**src/sv/bfa_pkg.sv**
```systemverilog
package bfa_pkg;

  // Geometry of the frame map
  localparam int unsigned MAP_WORDS     = 512;
  localparam int unsigned MAX_FRAMES    = 16384;
  localparam int unsigned WORD_BITS     = 32;
  localparam int unsigned FRAME_SHIFT   = 12;
  localparam int unsigned ADDR_W        = 32;
  localparam int unsigned LOW_MEM_LIMIT = 32'h0010_0000;
  localparam int unsigned MEM_CAP       = 64 * 1024 * 1024;

  localparam int unsigned WADDR_W = $clog2(MAP_WORDS);
  localparam int unsigned BIT_W   = $clog2(WORD_BITS);
  localparam int unsigned FRAME_W = ADDR_W - FRAME_SHIFT;

  // Largest frame count that init can set
  localparam int unsigned MAP_CAP    = MAP_WORDS * WORD_BITS;
  localparam int unsigned SIZE_CAP   = MEM_CAP >> FRAME_SHIFT;
  localparam int unsigned CAP_0      = (MAP_CAP < MAX_FRAMES) ? MAP_CAP : MAX_FRAMES;
  localparam int unsigned CAP_FRAMES = (SIZE_CAP < CAP_0) ? SIZE_CAP : CAP_0;
  localparam int unsigned FCNT_W     = $clog2(CAP_FRAMES + 1);
  localparam int unsigned NWORDS_W   = $clog2(MAP_WORDS + 1);

  // Words fully covered by the low 1 MiB
  localparam int unsigned LOW_WORDS = (LOW_MEM_LIMIT >> FRAME_SHIFT) / WORD_BITS;

  localparam int unsigned OP_W   = 2;
  localparam int unsigned CIDX_W = 2;

  typedef logic [WORD_BITS-1:0] word_t;
  typedef logic [ADDR_W-1:0]    addr_t;

  typedef enum logic [OP_W-1:0] {
    OP_INIT  = 2'd0,
    OP_ALLOC = 2'd1,
    OP_FREE  = 2'd2,
    OP_NONE  = 2'd3
  } op_t;

  typedef enum logic [CIDX_W-1:0] {
    CFG_MEM_SIZE = 2'd0,
    CFG_KSTART   = 2'd1,
    CFG_KEND     = 2'd2,
    CFG_UNUSED   = 2'd3
  } cfg_idx_t;

  typedef enum logic [2:0] {
    S_IDLE,
    S_INIT_PREP,
    S_INIT_WR,
    S_ALLOC,
    S_FREE_WR,
    S_DONE
  } state_t;

  typedef enum logic [1:0] {
    UM_INIT,
    UM_ALLOC,
    UM_FREE
  } unit_mode_t;

  // Request to the shared word unit
  typedef struct packed {
    unit_mode_t           mode;
    logic [WADDR_W-1:0]   word;
    logic [FRAME_W-1:0]   lo;
    logic [FCNT_W-1:0]    hi;
    logic [BIT_W-1:0]     bit_sel;
    word_t                data;
  } unit_req_t;

  // Answer of the shared word unit
  typedef struct packed {
    word_t              word;
    logic               hit;
    logic [BIT_W-1:0]   idx;
  } unit_rsp_t;

  // Map RAM port controls
  typedef struct packed {
    logic [WADDR_W-1:0] rd_addr;
    logic               we;
    logic [WADDR_W-1:0] wr_addr;
    word_t              wr_data;
  } ram_req_t;

  // Configuration values seen by the sequencer
  typedef struct packed {
    addr_t mem_size;
    addr_t kstart;
    addr_t kend;
  } cfg_t;

endpackage

```
**src/sv/bfa_word_unit.sv**
```systemverilog
module bfa_word_unit (
  input  bfa_pkg::unit_req_t req,
  output bfa_pkg::unit_rsp_t rsp
);
  import bfa_pkg::*;

  localparam int unsigned LOW_W = FRAME_W - BIT_W;
  localparam int unsigned HIW_W = FCNT_W - BIT_W;

  logic [LOW_W-1:0] lo_word;
  logic [LOW_W-1:0] w_lo;
  logic [HIW_W-1:0] hi_word;
  logic [HIW_W-1:0] w_hi;
  word_t            ge_mask;
  word_t            lt_mask;
  word_t            range_mask;
  word_t            free_bits;
  word_t            lowest;
  logic [BIT_W-1:0] idx;

  assign lo_word = req.lo[FRAME_W-1:BIT_W];
  assign hi_word = req.hi[FCNT_W-1:BIT_W];
  assign w_lo    = LOW_W'(req.word);
  assign w_hi    = HIW_W'(req.word);

  // Bits of this word with frame number at or above lo
  always_comb begin
    if (w_lo > lo_word) begin
      ge_mask = '1;
    end else if (w_lo == lo_word) begin
      ge_mask = '1 << req.lo[BIT_W-1:0];
    end else begin
      ge_mask = '0;
    end
  end

  // Bits of this word with frame number below hi
  always_comb begin
    if (w_hi < hi_word) begin
      lt_mask = '1;
    end else if (w_hi == hi_word) begin
      lt_mask = ~('1 << req.hi[BIT_W-1:0]);
    end else begin
      lt_mask = '0;
    end
  end

  assign range_mask = ge_mask & lt_mask;

  // Lowest free bit inside the range: isolate, then encode
  assign free_bits = ~req.data & range_mask;
  assign lowest    = free_bits & (~free_bits + word_t'(1));

  always_comb begin
    idx = '0;
    for (int i = 0; i < WORD_BITS; i++) begin
      if (lowest[i]) begin
        idx = idx | BIT_W'(i);
      end
    end
  end

  // Word to write back per mode
  always_comb begin
    rsp.hit = |free_bits;
    rsp.idx = idx;
    unique case (req.mode)
      UM_INIT: begin
        rsp.word = (32'(req.word) < LOW_WORDS) ? '1 : range_mask;
      end
      UM_ALLOC: begin
        rsp.word = req.data | lowest;
      end
      UM_FREE: begin
        rsp.word = req.data & ~(word_t'(1) << req.bit_sel);
      end
      default: begin
        rsp.word = req.data;
      end
    endcase
  end

endmodule

```
**config.mk**
```make
export PLATFORM = sky130hd
export DESIGN_NAME = bfa_word_unit
export DESIGN_NICKNAME = d
export VERILOG_FILES = /design/src/sv/bfa_pkg.sv /design/src/sv/bfa_word_unit.sv
export SDC_FILE = /design/constraint.sdc
export NUM_CORES = 1
export LEC_CHECK = 0
export CAP_MARGIN = 20
export CORE_MARGIN = 4
export CORE_UTILIZATION = 30
export DETAILED_ROUTE_END_ITERATION = 16
export DONT_BUFFER_PORTS = 1
export GPL_TIMING_DRIVEN = 0
export REMOVE_ABC_BUFFERS = 1
export SKIP_LAST_GASP = 1
export SYNTH_ARGS = -nofsm -noshare
export SYNTH_HDL_FRONTEND = slang
export SYNTH_SLANG_ARGS = --single-unit
```
**constraint.sdc**
```tcl
create_clock -name vclk -period 7.2
set_clock_uncertainty 0.1 [all_clocks]
set_input_delay 1.44 -clock vclk [all_inputs]
set_output_delay 1.44 -clock vclk [all_outputs]
set_load 0.02 [all_outputs]
```
* After elaboration in Yosys (flattened, before gate mapping)
Cells that the tools add are included.
W data, S select, Z words.
** Word-level totals
- Flip-flop bits (word level) :: 0
- Memory bits (read-only) :: 0
- Memories :: 0
- Memory bits (writable) :: 0
- Output and inout bits :: 38
- Word-level logic and storage cells :: 61
- Bits in latches :: 0
** Cells by class
- Reduce and logical (&&, ||, !) cells :: 2
- Bitwise operators :: 9
- Muxes and demuxes :: 39
- Div/mod/pow operators :: 0
- Multiply operators :: 0
- Eq/ne operators :: 4
- Add/subtract/negate cells :: 1
- Order comparisons :: 3
- Shifts and indexed selects :: 3
** Operators by type and width (count)
- $mux W32 :: 7
- $and A32 B32 Y32 :: 4
- $not A32 Y32 :: 4
- $pmux W32 S3 :: 1
- $mux W5 :: 16
- $shl A32 B5 Y32 const A :: 2
- $add A32 B1 Y32 const B :: 1
- $mux W4 :: 8
- $or A32 B32 Y32 :: 1
- $reduce_or A32 Y1 :: 1
- $shl A1 B5 Y32 const A :: 1
- $eq A9 B15 Y1 :: 1
- $gt A9 B15 Y1 :: 1
- $mux W3 :: 4
- $eq A9 B10 Y1 :: 1
- $lt A9 B10 Y1 :: 1
- $lt A9 B4 Y1 const B :: 1
- $mux W2 :: 2
- $eq A2 B1 Y1 const B :: 1
- $eq A2 B2 Y1 const B :: 1
- $logic_not A2 Y1 :: 1
- $mux W1 :: 1

* Longest topological paths before layout
Gate-level depths: netlist of the first run.
- Depth in word-level cells :: 41
- Mapped depth :: 15
- Mapped depth without buffers :: 12

* Least setup slack after synthesis of the first run
No wires, ideal clock.
- Path kind :: in2out
- Start point :: input req[64] in the netlist's numbering
- End point :: output rsp[23] in the netlist's numbering
- Arrival time :: 4.999 ns
- Setup slack :: 0.661 ns
- Cell stages on the path :: 13
- Cells stage by stage :: inv_1 > ha_1 > or4bb_1 > or4_4 > o21ai_2 > nor2_2 > o21ai_1 > o2111ai_1 > or4_1 > buf_6 > nor4_2 > nor2_1 > o31ai_1
** RTL lines
- from (decl) :: line bfa_word_unit.sv:2 : input bfa_pkg::unit_req_t req,
- to (decl) :: line bfa_word_unit.sv:3 : output bfa_pkg::unit_rsp_t rsp

==> run summary, run 1 <==
Cell Rows = 40
Final setup TNS = 0 ns
Final nets = 706
DP Wirelength = 13,800 um
First-pass GRT wire length = 26,900 um
Worst hold stages = 1
Post-Route WL = 17,500 um
Hold path start = req[82]
Most common cell after layout, fill and taps aside = nand2_1
PortBufs = 0
Worst hold path type = in2out
Share of the synthesized area in the top cell type = 9.32%
DR vias/cell = 6.74
Family with the most delay on the worst path = simple AND/OR/NAND/NOR gates
Area Overhead vs Synth = 4.83%
Core Region = 0.0120 sq mm
Synth top area cells = o21ai_0 9.3%, nand2_1 7.9%, nor2_1 7.6%
Max VDD drop = 0.0162 mV
Overflow after GRT = 0
Worst Path Buf+Inv = 1
CP Data Required Time = 5.66 ns
Worst hold slack = 2.92 ns
Worst relative slew slack = 26.1%
Crit Path Category = in2out
Clock buffer count = 0
Routed WL per cell = 23.3 um
Antenna diodes = 0
Layout cell share with drive strength beyond 1 = 7.63%
Fin area = 0.00383 sq mm
Initial antenna violation count = 0
Vias = 5,057
Die Height = 118 um
DRC errors left = 0
Critical path, cell by cell = inv_1 -> ha_1 -> or4bb_1 -> or4_4 -> o21ai_2 -> nor2_2 -> o221ai_1 -> o2111ai_1 -> or4_4 -> nor2_1 -> a41oi_1 -> o21ai_1
Final setup viols = 0
Slew @ Worst Pin = 1.10 ns
Most frequent cells in the layout = 76 x nand2_1, 72 x nor2_1, 64 x o21ai_0
Placed cell area = 0.00376 sq mm
CP startpoint = req[64]
Tmin final = 6.96 ns
GPL Wtd Cong = 1.00
Largest area contributor in the netlist = o21ai_0
Worst setup SP type = primary input
Sequential element share of the synthesized area = 0%
Yosys cell types = 76
Max incr delay on CP = 0.71 ns
Synth warnings = 0
Area of the die = 0.0140 sq mm
Peak Freq = 144 MHz
Storage cell area = 0 sq um
Seq cells = 0
GRT Total Usage = 23.5%
DR iter-0 viols = 662
Tcrit/Tclk final = 96.7%
Largest net degree at the start of global routing = 49
Max-cap violations = 0
Post-Syn Instances = 629
I/O Pins = 121
Critical path arrival = 5.42 ns
Final Hold Violating Endpoints = 0
CP max stage cell = or4_4
Leakage = 0.00146 uW
Hold Path End = rsp[36]
Synth Cell Area = 0.00365 sq mm
Pwr/cell area = 45.3 mW/mm^2
DRT Pass-1 Iters = 5
Outcome = complete, no violations
RSZ-0062 raised after global routing = false
Post-DRT Antenna Nets = 0
Final Max Tran Viols = 0
Setup crit end kind = output port
Crit-path max FO = 10
Vias in the first global route = 4,758
Starting Density = 30.5%
Die X = 118 um
CP most frequent cell = or4_4
Avg Cell Area, Syn = 5.80 sq um
[synthesized netlist by cell type (12+ instances only)]
cell	count
nor4_1	12
inv_1	29
a31oi_1	17
ha_1	18
o21ai_0	68
nor3_1	23
a21oi_1	55
nand2_1	77
o31ai_1	14
clkbuf_1	32
nand3_1	19
nor2_1	74
[final cells by class]
class | instances | area (sq um)
Fill cell | 1375 | 8130
Multi-Input combinational cell | 563 | 3440
Tap cell | 147 | 184
Inverter | 30 | 113
Timing Repair Buffer | 10 | 90.1
[power breakdown]
group	leakage, uW	switching (uW)	internal (uW)	total, uW
registers	0	0	0	0
logic	0.00146	119	54.1	173
clock network	0	0	0	0
[timing repair]
item                                   in CTS  in global routing
gates cloned                                0                  0
setup endpoints to repair                  22                 19
hold buffers                                0                  0
pin swaps                                   1                  1
setup buffers                               2                  1
endpoints found under the hold margin       0                  0
resized for setup                           7                  5
[cells by family (layout without fill, tap and decap cells)]
group	count (synthesis)	after routing	share of synthesized area [%]
buf+inv	66	40	7.20
simple gates	301	301	43.2
compound gates	244	244	43.4
fa+ha+maj	18	18	6.17
[metrics by stage]
stage	power (uW)	util, %	std cells	setup WS, ns
floorplan	123	-	593	0.0761
global placement	160	30.8	740	-1.71
detailed placement	165	31.4	746	-0.468
CTS	168	31.8	748	0.0355
global route	190	32.0	750	0.0329
finish	173	32.0	750	0.239
[layer usage]
layer  part of all wire (%)  wire [um]  GRT usage [%]
met1                     40       7010           30.4
met2                     45       7840           38.2
met3                     12       2140           6.51
met5                      0          0              0
met4                    2.8        488           6.15
[worst max-delay path by stage]
| stage | endpoint | cells after the start |
|---|---|---|
| global route | rsp[27] | 12 |
| floorplan | rsp[34] | 11 |
| global placement | rsp[34] | 11 |
| CTS | rsp[28] | 12 |
| detailed placement | rsp[34] | 12 |
| finish | rsp[27] | 12 |
(Power assumes the default switching activity.)
==> run 2: changes to the inputs <==
--- a/config.mk
+++ b/config.mk
@@ -5,12 +5,10 @@
 export SDC_FILE = /design/constraint.sdc
 export NUM_CORES = 1
 export LEC_CHECK = 0
-export CAP_MARGIN = 20
 export CORE_MARGIN = 4
 export CORE_UTILIZATION = 30
 export DETAILED_ROUTE_END_ITERATION = 16
 export DONT_BUFFER_PORTS = 1
-export GPL_TIMING_DRIVEN = 0
 export REMOVE_ABC_BUFFERS = 1
 export SKIP_LAST_GASP = 1
 export SYNTH_ARGS = -nofsm -noshare
==> run summary, run 2 (same netlist as run 1, synthesis figures left out) <==
Outcome = complete, no violations (unchanged)
Post-Route WL = 17,600 um (was 17,500 um)
Max-cap violations = 0 (unchanged)
Critical path, cell by cell = inv_1 -> ha_1 -> or4bb_1 -> or4_4 -> o21ai_2 -> nor2_2 -> o221ai_1 -> o2111ai_1 -> or4_1 -> buf_4 -> nor4_1 -> o221ai_1 -> nand2_1 (was inv_1 -> ha_1 -> or4bb_1 -> or4_4 -> o21ai_2 -> nor2_2 -> o221ai_1 -> o2111ai_1 -> or4_4 -> nor2_1 -> a41oi_1 -> o21ai_1)
Vias = 5,195 (was 5,057)
Final Max Tran Viols = 0 (unchanged)
Switch Pwr = 119 uW (about the same)
Critical path arrival = 5.30 ns (was 5.42 ns)
Pwr/cell area = 45.4 mW/mm^2 (was 45.3 mW/mm^2)
Max incr delay on CP = 0.55 ns (was 0.71 ns)
Worst hold path type = in2out (unchanged)
Post-DRT Antenna Nets = 0 (unchanged)
Antenna diodes = 0 (unchanged)
CP most frequent cell = o221ai_1 (was or4_4)
Most frequent cells in the layout = 77 x nand2_1, 74 x nor2_1, 68 x o21ai_0 (was 76 x nand2_1, 72 x nor2_1, 64 x o21ai_0)
Tcrit/Tclk final = 94.9% (was 96.7%)
DRT Pass-1 Iters = 5 (unchanged)
P_int = 65.3 uW (was 54.1 uW)
Starting Density = 30.5% (unchanged)
DR vias/cell = 6.60 (was 6.74)
Sequential cell fraction of total power = 0% (about the same)
DR iter-0 viols = 670 (was 662)
CP max stage cell = or4_1 (was or4_4)
Cell Rows = 40 (unchanged)
Largest net degree at the start of global routing = 49 (unchanged)
Final nets = 743 (was 706)
CP Data Required Time = 5.66 ns (about the same)
Worst relative slew slack = 19.1% (was 26.1%)
# Post-CTS Setup Buffers = 0 (was 2)
Layout cell share with drive strength beyond 1 = 11.6% (was 7.63%)
Area of the die = 0.0140 sq mm (unchanged)
GPL Wtd Cong = 0.995 (was 1.00)
Post-CTS Hold Buffers = 0 (unchanged)
PortBufs = 0 (unchanged)
Die X = 118 um (unchanged)
Slew @ Worst Pin = 1.21 ns (was 1.10 ns)
Setup crit end kind = output port (unchanged)
Clock network power share = 0% (about the same)
Clock buffer count = 0 (unchanged)
Core Region = 0.0120 sq mm (unchanged)
Storage cell area = 0 sq um (unchanged)
Worst hold stages = 1 (unchanged)
GRT Total Usage = 23.2% (was 23.5%)
Max VDD drop = 0.0186 mV (was 0.0162 mV)
First-pass GRT wire length = 26,800 um (was 26,900 um)
Final setup viols = 0 (unchanged)
DP Wirelength = 14,000 um (was 13,800 um)
Most common cell after layout, fill and taps aside = nand2_1 (unchanged)
RSZ-0062 raised after global routing = false (unchanged)
Crit Path Category = in2out (unchanged)
Total power = 184 uW (was 173 uW)
Sw Ratio = 64.5% (was 68.8%)
Power share of the combinational group = 100.0% (about the same)
I/O Pins = 121 (unchanged)
Vias in the first global route = 4,822 (was 4,758)
Routed WL per cell = 22.4 um (was 23.3 um)
Crit-path max FO = 10 (unchanged)
Overflow after GRT = 0 (unchanged)
Worst setup SP type = primary input (unchanged)
Post-cts resize count = 0 (was 7)
Peak Freq = 146 MHz (was 144 MHz)
Initial antenna violation count = 0 (unchanged)
Seq cells = 0 (unchanged)
Die Height = 118 um (unchanged)
Final Hold Violating Endpoints = 0 (unchanged)
Final Util = 33.9% (was 32.0%)
DRC errors left = 0 (unchanged)
Leakage = 0.00164 uW (was 0.00146 uW)
Area Overhead vs Synth = 11.1% (was 4.83%)
Tmin final = 6.84 ns (was 6.96 ns)
Final setup TNS = 0 ns (unchanged)
==> run 2: changes by cell type in the layout (fill, tap and decap cells not counted), sizes merged <==
cell and change:
buf +37
==> run 2: final timing paths <==
kind	start	to	slack (ns)
worst max-delay path	req[64]	rsp[25]	0.36
worst min-delay path	req[82]	rsp[11]	2.96
==> run 2: final cells by class <==
type | instances | area, sq um
timing repair buffer | 47 | 365
tap | 147 | 184
fill | 1347 | 7910
multi-input combinational | 563 | 3390
inverter | 30 | 113
==> run 2: critical path, delay by kind of cell <==
kind                     cells  cell delay [ns]
buffers and inverters        2             0.23
adder cells (fa/ha/maj)      1             0.29
AO/OA/AOI/OAI                4             0.88
AND/OR/NAND/NOR              6             2.44
==> run 2: stage by stage <==
stage | setup slack, ns | cells | cell area (sq um) | hold slack (ns)
global route | 0.110 | 787 | 4060 | 2.97
floorplan | 0.0761 | 593 | 3500 | 2.88
finish | 0.364 | 787 | 4060 | 2.96
CTS | 0.303 | 784 | 4020 | 2.96
detailed placement | 0.341 | 784 | 4020 | 2.96
global placement | 0.410 | 784 | 4020 | 2.96
==> run 2: power groups by stage <==
stage | registers [uW] | clock network, uW | logic (uW)
3_5_place_dp | 0 | 0 | 179
3_3_place_gp | 0 | 0 | 178
4_1_cts | 0 | 0 | 180
2_1_floorplan | 0 | 0 | 123
5_1_grt | 0 | 0 | 200
6_report | 0 | 0 | 184
==> run 2: routing by layer <==
layer / global-route usage (%) / wire, um / vias up
li1: - / - / 2441
met3: 6.79 / 2290 / 40
met2: 37.6 / 7780 / 353
met1: 29.8 / 7040 / 2361
met4: 6.67 / 478 / 0
met5: 0 / 0 / -
