==> config.mk <==
export PLATFORM = sky130hd
export DESIGN_NAME = bfa_ctrl
export DESIGN_NICKNAME = d
export VERILOG_FILES = /design/src/sv/bfa_pkg.sv /design/src/sv/bfa_ctrl.sv
export SDC_FILE = /design/constraint.sdc
export NUM_CORES = 1
export LEC_CHECK = 0
export ABC_AREA = 1
export ABC_CLOCK_PERIOD_IN_PS = 9400
export BUFFER_PORTS_ARGS = -buffer_cell sky130_fd_sc_hd__buf_4
export CAP_MARGIN = 20
export CELL_PAD_IN_SITES_DETAIL_PLACEMENT = 1
export CELL_PAD_IN_SITES_GLOBAL_PLACEMENT = 1
export CORE_ASPECT_RATIO = 0.6
export CORE_UTILIZATION = 34
export CTS_CLUSTER_DIAMETER = 60
export DETAILED_ROUTE_END_ITERATION = 6
export PLACE_DENSITY_LB_ADDON = 0.1
export SYNTH_ARGS = -nofsm -noshare
export SYNTH_HDL_FRONTEND = slang
export SYNTH_SLANG_ARGS = --single-unit
==> constraint.sdc <==
create_clock -name clk -period 9.4 [get_ports clk]
set_input_delay 1.88 -clock clk [delete_from_list [all_inputs] [get_ports clk]]
set_output_delay 1.88 -clock clk [all_outputs]
set_load 0.02 [all_outputs]
==> src/sv/bfa_pkg.sv <==
package bfa_pkg;

  // Geometry of the frame map
  localparam int unsigned MAP_WORDS     = 512;
  localparam int unsigned MAX_FRAMES    = 16384;
  localparam int unsigned WORD_BITS     = 32;
  localparam int unsigned FRAME_SHIFT   = 12;
  localparam int unsigned ADDR_W        = 32;
  localparam int unsigned LOW_MEM_LIMIT = 32'h0010_0000;
  localparam int unsigned MEM_CAP       = 64 * 1024 * 1024;

  localparam int unsigned WADDR_W = $clog2(MAP_WORDS);
  localparam int unsigned BIT_W   = $clog2(WORD_BITS);
  localparam int unsigned FRAME_W = ADDR_W - FRAME_SHIFT;

  // Largest frame count that init can set
  localparam int unsigned MAP_CAP    = MAP_WORDS * WORD_BITS;
  localparam int unsigned SIZE_CAP   = MEM_CAP >> FRAME_SHIFT;
  localparam int unsigned CAP_0      = (MAP_CAP < MAX_FRAMES) ? MAP_CAP : MAX_FRAMES;
  localparam int unsigned CAP_FRAMES = (SIZE_CAP < CAP_0) ? SIZE_CAP : CAP_0;
  localparam int unsigned FCNT_W     = $clog2(CAP_FRAMES + 1);
  localparam int unsigned NWORDS_W   = $clog2(MAP_WORDS + 1);

  // Words fully covered by the low 1 MiB
  localparam int unsigned LOW_WORDS = (LOW_MEM_LIMIT >> FRAME_SHIFT) / WORD_BITS;

  localparam int unsigned OP_W   = 2;
  localparam int unsigned CIDX_W = 2;

  typedef logic [WORD_BITS-1:0] word_t;
  typedef logic [ADDR_W-1:0]    addr_t;

  typedef enum logic [OP_W-1:0] {
    OP_INIT  = 2'd0,
    OP_ALLOC = 2'd1,
    OP_FREE  = 2'd2,
    OP_NONE  = 2'd3
  } op_t;

  typedef enum logic [CIDX_W-1:0] {
    CFG_MEM_SIZE = 2'd0,
    CFG_KSTART   = 2'd1,
    CFG_KEND     = 2'd2,
    CFG_UNUSED   = 2'd3
  } cfg_idx_t;

  typedef enum logic [2:0] {
    S_IDLE,
    S_INIT_PREP,
    S_INIT_WR,
    S_ALLOC,
    S_FREE_WR,
    S_DONE
  } state_t;

  typedef enum logic [1:0] {
    UM_INIT,
    UM_ALLOC,
    UM_FREE
  } unit_mode_t;

  // Request to the shared word unit
  typedef struct packed {
    unit_mode_t           mode;
    logic [WADDR_W-1:0]   word;
    logic [FRAME_W-1:0]   lo;
    logic [FCNT_W-1:0]    hi;
    logic [BIT_W-1:0]     bit_sel;
    word_t                data;
  } unit_req_t;

  // Answer of the shared word unit
  typedef struct packed {
    word_t              word;
    logic               hit;
    logic [BIT_W-1:0]   idx;
  } unit_rsp_t;

  // Map RAM port controls
  typedef struct packed {
    logic [WADDR_W-1:0] rd_addr;
    logic               we;
    logic [WADDR_W-1:0] wr_addr;
    word_t              wr_data;
  } ram_req_t;

  // Configuration values seen by the sequencer
  typedef struct packed {
    addr_t mem_size;
    addr_t kstart;
    addr_t kend;
  } cfg_t;

endpackage

==> src/sv/bfa_ctrl.sv <==
module bfa_ctrl (
  input  logic                  clk,
  input  logic                  rst_n,
  input  bfa_pkg::cfg_t         cfg,
  input  logic                  in_valid,
  output logic                  in_ready,
  input  logic [bfa_pkg::OP_W-1:0] in_op,
  input  bfa_pkg::addr_t        in_free_addr,
  output logic                  out_valid,
  input  logic                  out_ready,
  output bfa_pkg::addr_t        out_frame_addr,
  output bfa_pkg::ram_req_t     ram_req,
  input  bfa_pkg::word_t        ram_rd_data,
  output bfa_pkg::unit_req_t    unit_req,
  input  bfa_pkg::unit_rsp_t    unit_rsp
);
  import bfa_pkg::*;

  localparam int unsigned RES_PAD = ADDR_W - WADDR_W - BIT_W - FRAME_SHIFT;

  state_t             state_r, state_nxt;
  logic [WADDR_W-1:0] w_r, w_nxt;
  logic [BIT_W-1:0]   b_r, b_nxt;
  logic [FCNT_W-1:0]  fc_r, fc_nxt;
  logic [FRAME_W-1:0] lo_r, lo_nxt;
  logic [FCNT_W-1:0]  hi_r, hi_nxt;
  addr_t              res_r, res_nxt;
  logic               out_valid_r, out_valid_nxt;
  addr_t              out_addr_r, out_addr_nxt;

  logic               accept;
  op_t                op;
  logic [FRAME_W-1:0] size_frames;
  logic [FCNT_W-1:0]  n_frames;
  logic [FRAME_W:0]   last_frame;
  logic [FCNT_W-1:0]  hi_calc;
  logic [FRAME_W-1:0] free_frame;
  logic               free_ok;
  logic [NWORDS_W-1:0] scan_words;
  logic [NWORDS_W-1:0] w_next_cnt;
  logic               slot_free;
  logic               last_word;

  assign accept    = in_valid && in_ready;
  assign op        = op_t'(in_op);
  assign slot_free = !out_valid_r || out_ready;

  // Frame count and kernel range for init
  assign size_frames = cfg.mem_size[ADDR_W-1:FRAME_SHIFT];
  assign n_frames    = (size_frames > FRAME_W'(CAP_FRAMES)) ? FCNT_W'(CAP_FRAMES)
                                                            : size_frames[FCNT_W-1:0];
  assign last_frame  = {1'b0, cfg.kend[ADDR_W-1:FRAME_SHIFT]}
                     + (FRAME_W+1)'(cfg.kend[FRAME_SHIFT-1:0] != '0);
  assign hi_calc     = (last_frame > (FRAME_W+1)'(n_frames)) ? n_frames
                                                             : last_frame[FCNT_W-1:0];

  // Free request checks
  assign free_frame = in_free_addr[ADDR_W-1:FRAME_SHIFT];
  assign free_ok    = (in_free_addr[FRAME_SHIFT-1:0] == '0) && (free_frame != '0)
                   && (free_frame < FRAME_W'(fc_r));

  // Words that hold managed frames
  assign scan_words = NWORDS_W'((({1'b0, fc_r}) + (FCNT_W+1)'(WORD_BITS - 1)) >> BIT_W);
  assign w_next_cnt = NWORDS_W'(w_r) + NWORDS_W'(1);
  assign last_word  = (w_r == WADDR_W'(MAP_WORDS - 1));

  // Next state
  always_comb begin
    state_nxt = state_r;
    unique case (state_r)
      S_IDLE: begin
        if (accept) begin
          unique case (op)
            OP_INIT:  state_nxt = S_INIT_PREP;
            OP_ALLOC: state_nxt = S_ALLOC;
            OP_FREE:  state_nxt = free_ok ? S_FREE_WR : S_DONE;
            OP_NONE:  state_nxt = S_DONE;
            default:  state_nxt = S_DONE;
          endcase
        end
      end
      S_INIT_PREP: state_nxt = S_INIT_WR;
      S_INIT_WR: begin
        if (last_word) begin
          state_nxt = S_DONE;
        end
      end
      S_ALLOC: begin
        if (unit_rsp.hit || (w_next_cnt >= scan_words)) begin
          state_nxt = S_DONE;
        end
      end
      S_FREE_WR: state_nxt = S_DONE;
      S_DONE: begin
        if (slot_free) begin
          state_nxt = S_IDLE;
        end
      end
      default: state_nxt = S_IDLE;
    endcase
  end

  // Datapath controls and register updates
  always_comb begin
    w_nxt         = w_r;
    b_nxt         = b_r;
    fc_nxt        = fc_r;
    lo_nxt        = lo_r;
    hi_nxt        = hi_r;
    res_nxt       = res_r;
    out_valid_nxt = out_valid_r && !out_ready;
    out_addr_nxt  = out_addr_r;
    in_ready      = 1'b0;

    ram_req.rd_addr = w_r;
    ram_req.we      = 1'b0;
    ram_req.wr_addr = w_r;
    ram_req.wr_data = unit_rsp.word;

    unit_req.mode    = UM_ALLOC;
    unit_req.word    = w_r;
    unit_req.lo      = '0;
    unit_req.hi      = fc_r;
    unit_req.bit_sel = b_r;
    unit_req.data    = ram_rd_data;

    unique case (state_r)
      S_IDLE: begin
        in_ready = 1'b1;
        res_nxt  = '0;
        if (accept) begin
          if (op == OP_FREE) begin
            w_nxt           = free_frame[WADDR_W+BIT_W-1:BIT_W];
            b_nxt           = free_frame[BIT_W-1:0];
            ram_req.rd_addr = free_frame[WADDR_W+BIT_W-1:BIT_W];
          end else begin
            w_nxt           = '0;
            ram_req.rd_addr = '0;
          end
        end
      end
      S_INIT_PREP: begin
        fc_nxt = n_frames;
        lo_nxt = cfg.kstart[ADDR_W-1:FRAME_SHIFT];
        hi_nxt = hi_calc;
        w_nxt  = '0;
      end
      S_INIT_WR: begin
        unit_req.mode = UM_INIT;
        unit_req.lo   = lo_r;
        unit_req.hi   = hi_r;
        ram_req.we    = 1'b1;
        w_nxt         = w_r + WADDR_W'(1);
      end
      S_ALLOC: begin
        // scan one word per cycle, next word already being read
        ram_req.rd_addr = w_r + WADDR_W'(1);
        if (unit_rsp.hit) begin
          ram_req.we = 1'b1;
          res_nxt    = {{RES_PAD{1'b0}}, w_r, unit_rsp.idx, {FRAME_SHIFT{1'b0}}};
        end else begin
          w_nxt = w_r + WADDR_W'(1);
        end
      end
      S_FREE_WR: begin
        unit_req.mode = UM_FREE;
        ram_req.we    = 1'b1;
      end
      S_DONE: begin
        if (slot_free) begin
          out_valid_nxt = 1'b1;
          out_addr_nxt  = res_r;
        end
      end
      default: begin
      end
    endcase
  end

  always_ff @(posedge clk) begin
    if (!rst_n) begin
      state_r     <= S_IDLE;
      fc_r        <= '0;
      out_valid_r <= 1'b0;
    end else begin
      state_r     <= state_nxt;
      fc_r        <= fc_nxt;
      out_valid_r <= out_valid_nxt;
    end
  end

  always_ff @(posedge clk) begin
    w_r        <= w_nxt;
    b_r        <= b_nxt;
    lo_r       <= lo_nxt;
    hi_r       <= hi_nxt;
    res_r      <= res_nxt;
    out_addr_r <= out_addr_nxt;
  end

  assign out_valid      = out_valid_r;
  assign out_frame_addr = out_addr_r;

endmodule

After elaboration in Yosys (flattened, before gate mapping)
Cells that the tools add are included.

cells by class
  add/subtract/negate cells = 4
  magnitude comparators = 4
  equal/unequal tests = 15
  mux-type cells = 23
  reduce and logical (&&, ||, !) cells = 21

operators with widths
  kind                     number
  $pmux W32 S2             1
  $pmux W9 S4              1
  $mux W35                 1
  $mux W32                 1
  $mux W15                 2
  $mux W9                  3
  $add A20 B1 Y21          1
  $gt A21 B15 Y1           1
  $gt A20 B15 Y1 const B   1
  $lt A20 B15 Y1           1
  $reduce_bool A20 Y1      1
  $pmux W3 S6              1
  $pmux W9 S2              1
  $add A15 B5 Y15 const B  1
  $logic_not A12 Y1        1
  $mux W3                  4
  $ne A2 B2 Y1 const B     6
  $pmux W3 S4              1
  $reduce_bool A12 Y1      1
  $add A9 B1 Y10 const B   1
  $ge A10 B10 Y1           1
  $add A9 B1 Y9 const B    1
  $eq A9 B9 Y1 const B     1
  $eq A3 B2 Y1 const B     2
  18 further kinds         31

word-level totals
  register bits = 132
  bits of input ports = 204
  output and inout port bits = 168
  word-level logic and storage cells = 76

Longest topological paths before layout
  depth in word-level cells = 7
  gate-level depth with buffers = 23
  gate-level depth less buffers = 21

Worst setup path before layout
OpenSTA, ideal clock, no wires.

  path type = in2out
  from = in in_op[0] (netlist name)
  to = out ram_req[45] (netlist name)
  arrival time = 2976 ps
  required time = 7520 ps
  path slack = 4544 ps
  stages on the path = 7
  buffers on the path = 0
  cells stage by stage = inv_1 > nand2_1 > nor2_2 > inv_1 > o22ai_1 > inv_1 > o221ai_1

RTL lines
  what                RTL line        source
  start: declaration  bfa_ctrl.sv:7   input logic [bfa_pkg::OP_W-1:0] in_op,
  end: declaration    bfa_ctrl.sv:12  output bfa_pkg::ram_req_t ram_req,

Final worst setup path
  from = in cfg[85] (netlist name)
  to = reg hi_r[3], data pin

on the way
  cells in the longest elaborated chain, start to end = 4

RTL lines
  what                    RTL line         source
  start: declaration      bfa_ctrl.sv:4    input bfa_pkg::cfg_t cfg,
  $gt A20 B15 Y1          bfa_ctrl.sv:50   assign n_frames = (size_frames > FRAME_W'(CAP_FRAMES)) ? FCNT_W'(CAP_FRAMES)
  $mux W15 (*)            bfa_ctrl.sv:50
  $gt A21 B15 Y1          bfa_ctrl.sv:54   assign hi_calc = (last_frame > (FRAME_W+1)'(n_frames)) ? n_frames
  $mux W15 (*)            bfa_ctrl.sv:54
  via hi_calc[3]          bfa_ctrl.sv:36   logic [FCNT_W-1:0] hi_calc;
  end signal: assignment  bfa_ctrl.sv:196  hi_r <= hi_nxt;
  end: declaration        bfa_ctrl.sv:26   logic [FCNT_W-1:0] hi_r, hi_nxt;

The timed path passes the listed nets; every way through them passes the cells marked *.
A chain may end at the register's enable or synchronous reset.

==> implementation parameters <==
Parameter                              Value

STA
  Fin crit share    59.05%
  Final setup violation count    0
  Total count of max-transition violations in the final report    0
  Setup slack of the critical path after layout    3.849 ns
  Unrepaired setup endpoints after global routing    false
  TNS Setup    0 ns
  WHS    0.4216 ns
  Worst slew margin    29.13%
  Clock skew after layout    0.004863 ns
  Period minus WS final    5.551 ns
  Slew at the pin with the worst max-slew slack    1.056 ns
  Maximum achievable frequency    180.1 MHz
  Hold Fails Final Rpt    0

Synthesis
  Post-synthesis cell type count    36
  Cell Area, Synth    6953 um^2
  Top cell type by total area after synthesis    sky130_fd_sc_hd__edfxtp_1
  Leading cell types by total area after synthesis    sky130_fd_sc_hd__edfxtp_1, sky130_fd_sc_hd__nand2_1, sky130_fd_sc_hd__buf_4
  Mean Syn Cell Area    7.683 um^2
  Synthesized netlist cell count    905
  Post-synth top area share    33.26%
  Sequential cell area fraction in the yosys report    38.73%
  Synthesized flop and latch total    96
  Number of warnings reported in the yosys synthesis log    0

Worst setup path
  Worst Setup Start Kind    input port
  Type of the worst setup path    in -> reg
  Maximum cell stage delay along the critical path    0.84 ns
  Worst Reg2Reg Path Length in Cells    17
  Worst-path cell with the longest stage delay    sky130_fd_sc_hd__o21ai_1
  Worst path cell trace    buf_4 > inv_1 > nand4_1 > nor2_1 > nand4_1 > o21ai_1 > nand2_1 > ha_1 > a21oi_1 > nand3_1 > nand2_1 > nand2_1 > nand2_1 > nand2_1 > nand2_1 > nand3_4 > nand2_1 > nand2_1
  Arr. time, crit path    5.66 ns
  Critical path endpoint category    flop
  Dominant cell type by count on the critical path    sky130_fd_sc_hd__nand2_1
  Largest fanout on the critical path    16
  Required time of the critical path    9.50 ns
  Critical R2R Capture    state_r[2]
  Critical register-to-register path startpoint    w_r[0]
  Setup slack on the worst flop-to-flop path    6.27 ns

Cells and area
  Area used by multi-input combinational logic    3010 um^2
  Final core utilization    42.36%
  Sequential standard cell area    2693 um^2
  Ant. Diodes    0
  Leading cell types in the layout, fill and taps excluded    sky130_fd_sc_hd__buf_4, sky130_fd_sc_hd__nand2_1, sky130_fd_sc_hd__inv_1
  Area added between synthesis and finish    21.95%
  Layout cell share with drive strength beyond 1    23.17%
  Fill cell instance count of the final layout    2514
  Final layout net count    1279
  Most common cell after layout, fill and taps aside    sky130_fd_sc_hd__buf_4
  Final Non-Filler Cells    1309
  Finished layout cell area    8479 um^2

CTS
  Root buffer cell    sky130_fd_sc_hd__clkbuf_16
  Num CTS Buffers    9
  Cts-stage hold buffer count    0
  H-tree Lvls    3
  Clock buffer depth    2
  Post-CTS setup buffer count    0
  Count of clock tree sinks    96
  Clock tree from TritonCTS    yes
  Clock transition at the registers of the reported paths    0.07 ns
  Count of cells resized by post-cts repair    0
  Clock latency on the worst-skew pair    0.36 ns

Run status
  Result of the run    finished clean

GRT
  Met2 demand-to-capacity share in global routing    33.36%
  Initial antenna violation count    0
  Most congested layer reported by global routing    met2
  Total grt overflow    0
  Global-route wire length before repair    35590 um
  Aggregate global-route resource usage    22.08%
  Via count of the first global-routing pass    6184
  Maximum number of pins on one net before global-route repair    67
  GR Layer Usage met3    5.521%
  Global-route met1 utilization    31.52%

Routing
  Initial detailed-routing violation count    291
  Number of remaining DRC errors    0
  Detailed Route WL    23020 um
  Remaining antenna violation count    0
  Post-DR wirelength/cell    17.58 um
  Via Count    6209
  Detailed-route vias per instance    4.743
  Number of detailed-route iterations in the first pass    5

Power
  Power per standard cell area    261.5 nW/um^2
  Peak ir drop on the vdd network    111.3 uV
  Pwr Total    2.218 mW
  Leakage power summed over all cells    4.132 nW

Hold path
  Worst hold start    res_r[23]
  Worst hold path class    reg -> reg
  Worst hold stages    0
  Hold Crit Endpoint    out_frame_addr[23]

Die
  Floorplan Core Area    20020 um^2
  Horiz. Die Dim    186.6 um
  Total Die Area    21040 um^2
  Number of rows created at floorplan    40
  Count of boundary I/O pins    372
  Initial standard-cell utilization of the core    34.73%
  Height of the die    112.8 um

Placement
  Detailed placement HPWL    19160 um
  Placed cell count    1292
  GPL Wtd Cong    0.9126
  DP Area    8150 um^2
  Number of buffers added on ports    201
  Pre-CTS setup slack    3.500 ns

Job
  Max-capacitance violation count    0
layer usage:
metal / share of wire (%) / vias up
met1: 49 / 2910
met5: 0 / -
met2: 43 / 198
met4: 1.4 / 0
met3: 7.0 / 31
li1: - / 3070
power breakdown:
group | total, mW | switching, mW | internal (mW)
Combinational | 1.10 | 0.716 | 0.386
Clock | 0.406 | 0.171 | 0.235
Sequential | 0.709 | 0.0812 | 0.628
Total | 2.22 | 0.969 | 1.25
final cells by class:
| cell class | instances | area share [%] |
|---|---|---|
| timing repair buffer | 207 | 18.33 |
| clock buffer | 10 | 2.700 |
| clock inverter | 6 | 1.092 |
| multi-input combinational | 568 | 35.50 |
| tap | 273 | 4.028 |
| inverter | 149 | 6.596 |
| sequential | 96 | 31.75 |
state kept, by name, indices dropped and copies added (netlist names):
name            flops
lo_r               20
fc_r               15
hi_r               15
out_frame_addr     14
res_r              14
w_r                 9
b_r                 5
state_r             3
out_valid           1
Yosys cell counts, drive strengths merged:
master  count
edfxtp     77
o221ai      5
xnor2       3
xor2       15
or2         1
a21o        1
buf        96
nand4      30
o21ai      51
clkbuf     13
inv       148
conb        1
clkinv      1
nand3      20
o211ai      4
a21oi      34
dfxtp      19
a22oi       1
o31ai       2
nor2      106
ha         44
o22ai       9
nor4        6
o21bai      1
nor3       14
nand2     203
cells by family (layout without fill, tap and decap cells):
kind of cell    count (synthesis)  after routing  synth area share (%)
flops                          96             96                 38.73
xor+xnor                       18             18                 2.268
fa+ha+maj                      44             44                 7.918
compound gates                108            108                 8.530
simple gates                  380            380                 23.43
other cells                     1             18               0.05393
buf+inv                       258            372                 19.07
how the worst max path moves through the flow:
stage                  end  cells past startpoint     start
5_1_grt            hi_r[3]                     18   cfg[85]
3_3_place_gp       hi_r[3]                     18   cfg[85]
6_report           hi_r[3]                     18   cfg[85]
2_1_floorplan  ram_req[45]                      7  in_op[0]
3_5_place_dp       hi_r[3]                     18   cfg[85]
4_1_cts            hi_r[3]                     18   cfg[85]
critical path, delay by kind of cell:
| family | cells | cell delay, ns |
|---|---|---|
| and+or+nand+nor | 13 | 2.12 |
| adders and majority gates | 1 | 0.44 |
| AOI/OAI and AO/OA | 2 | 1.02 |
| buffers and inverters | 2 | 0.17 |
Power figures use the tool's default switching activity.
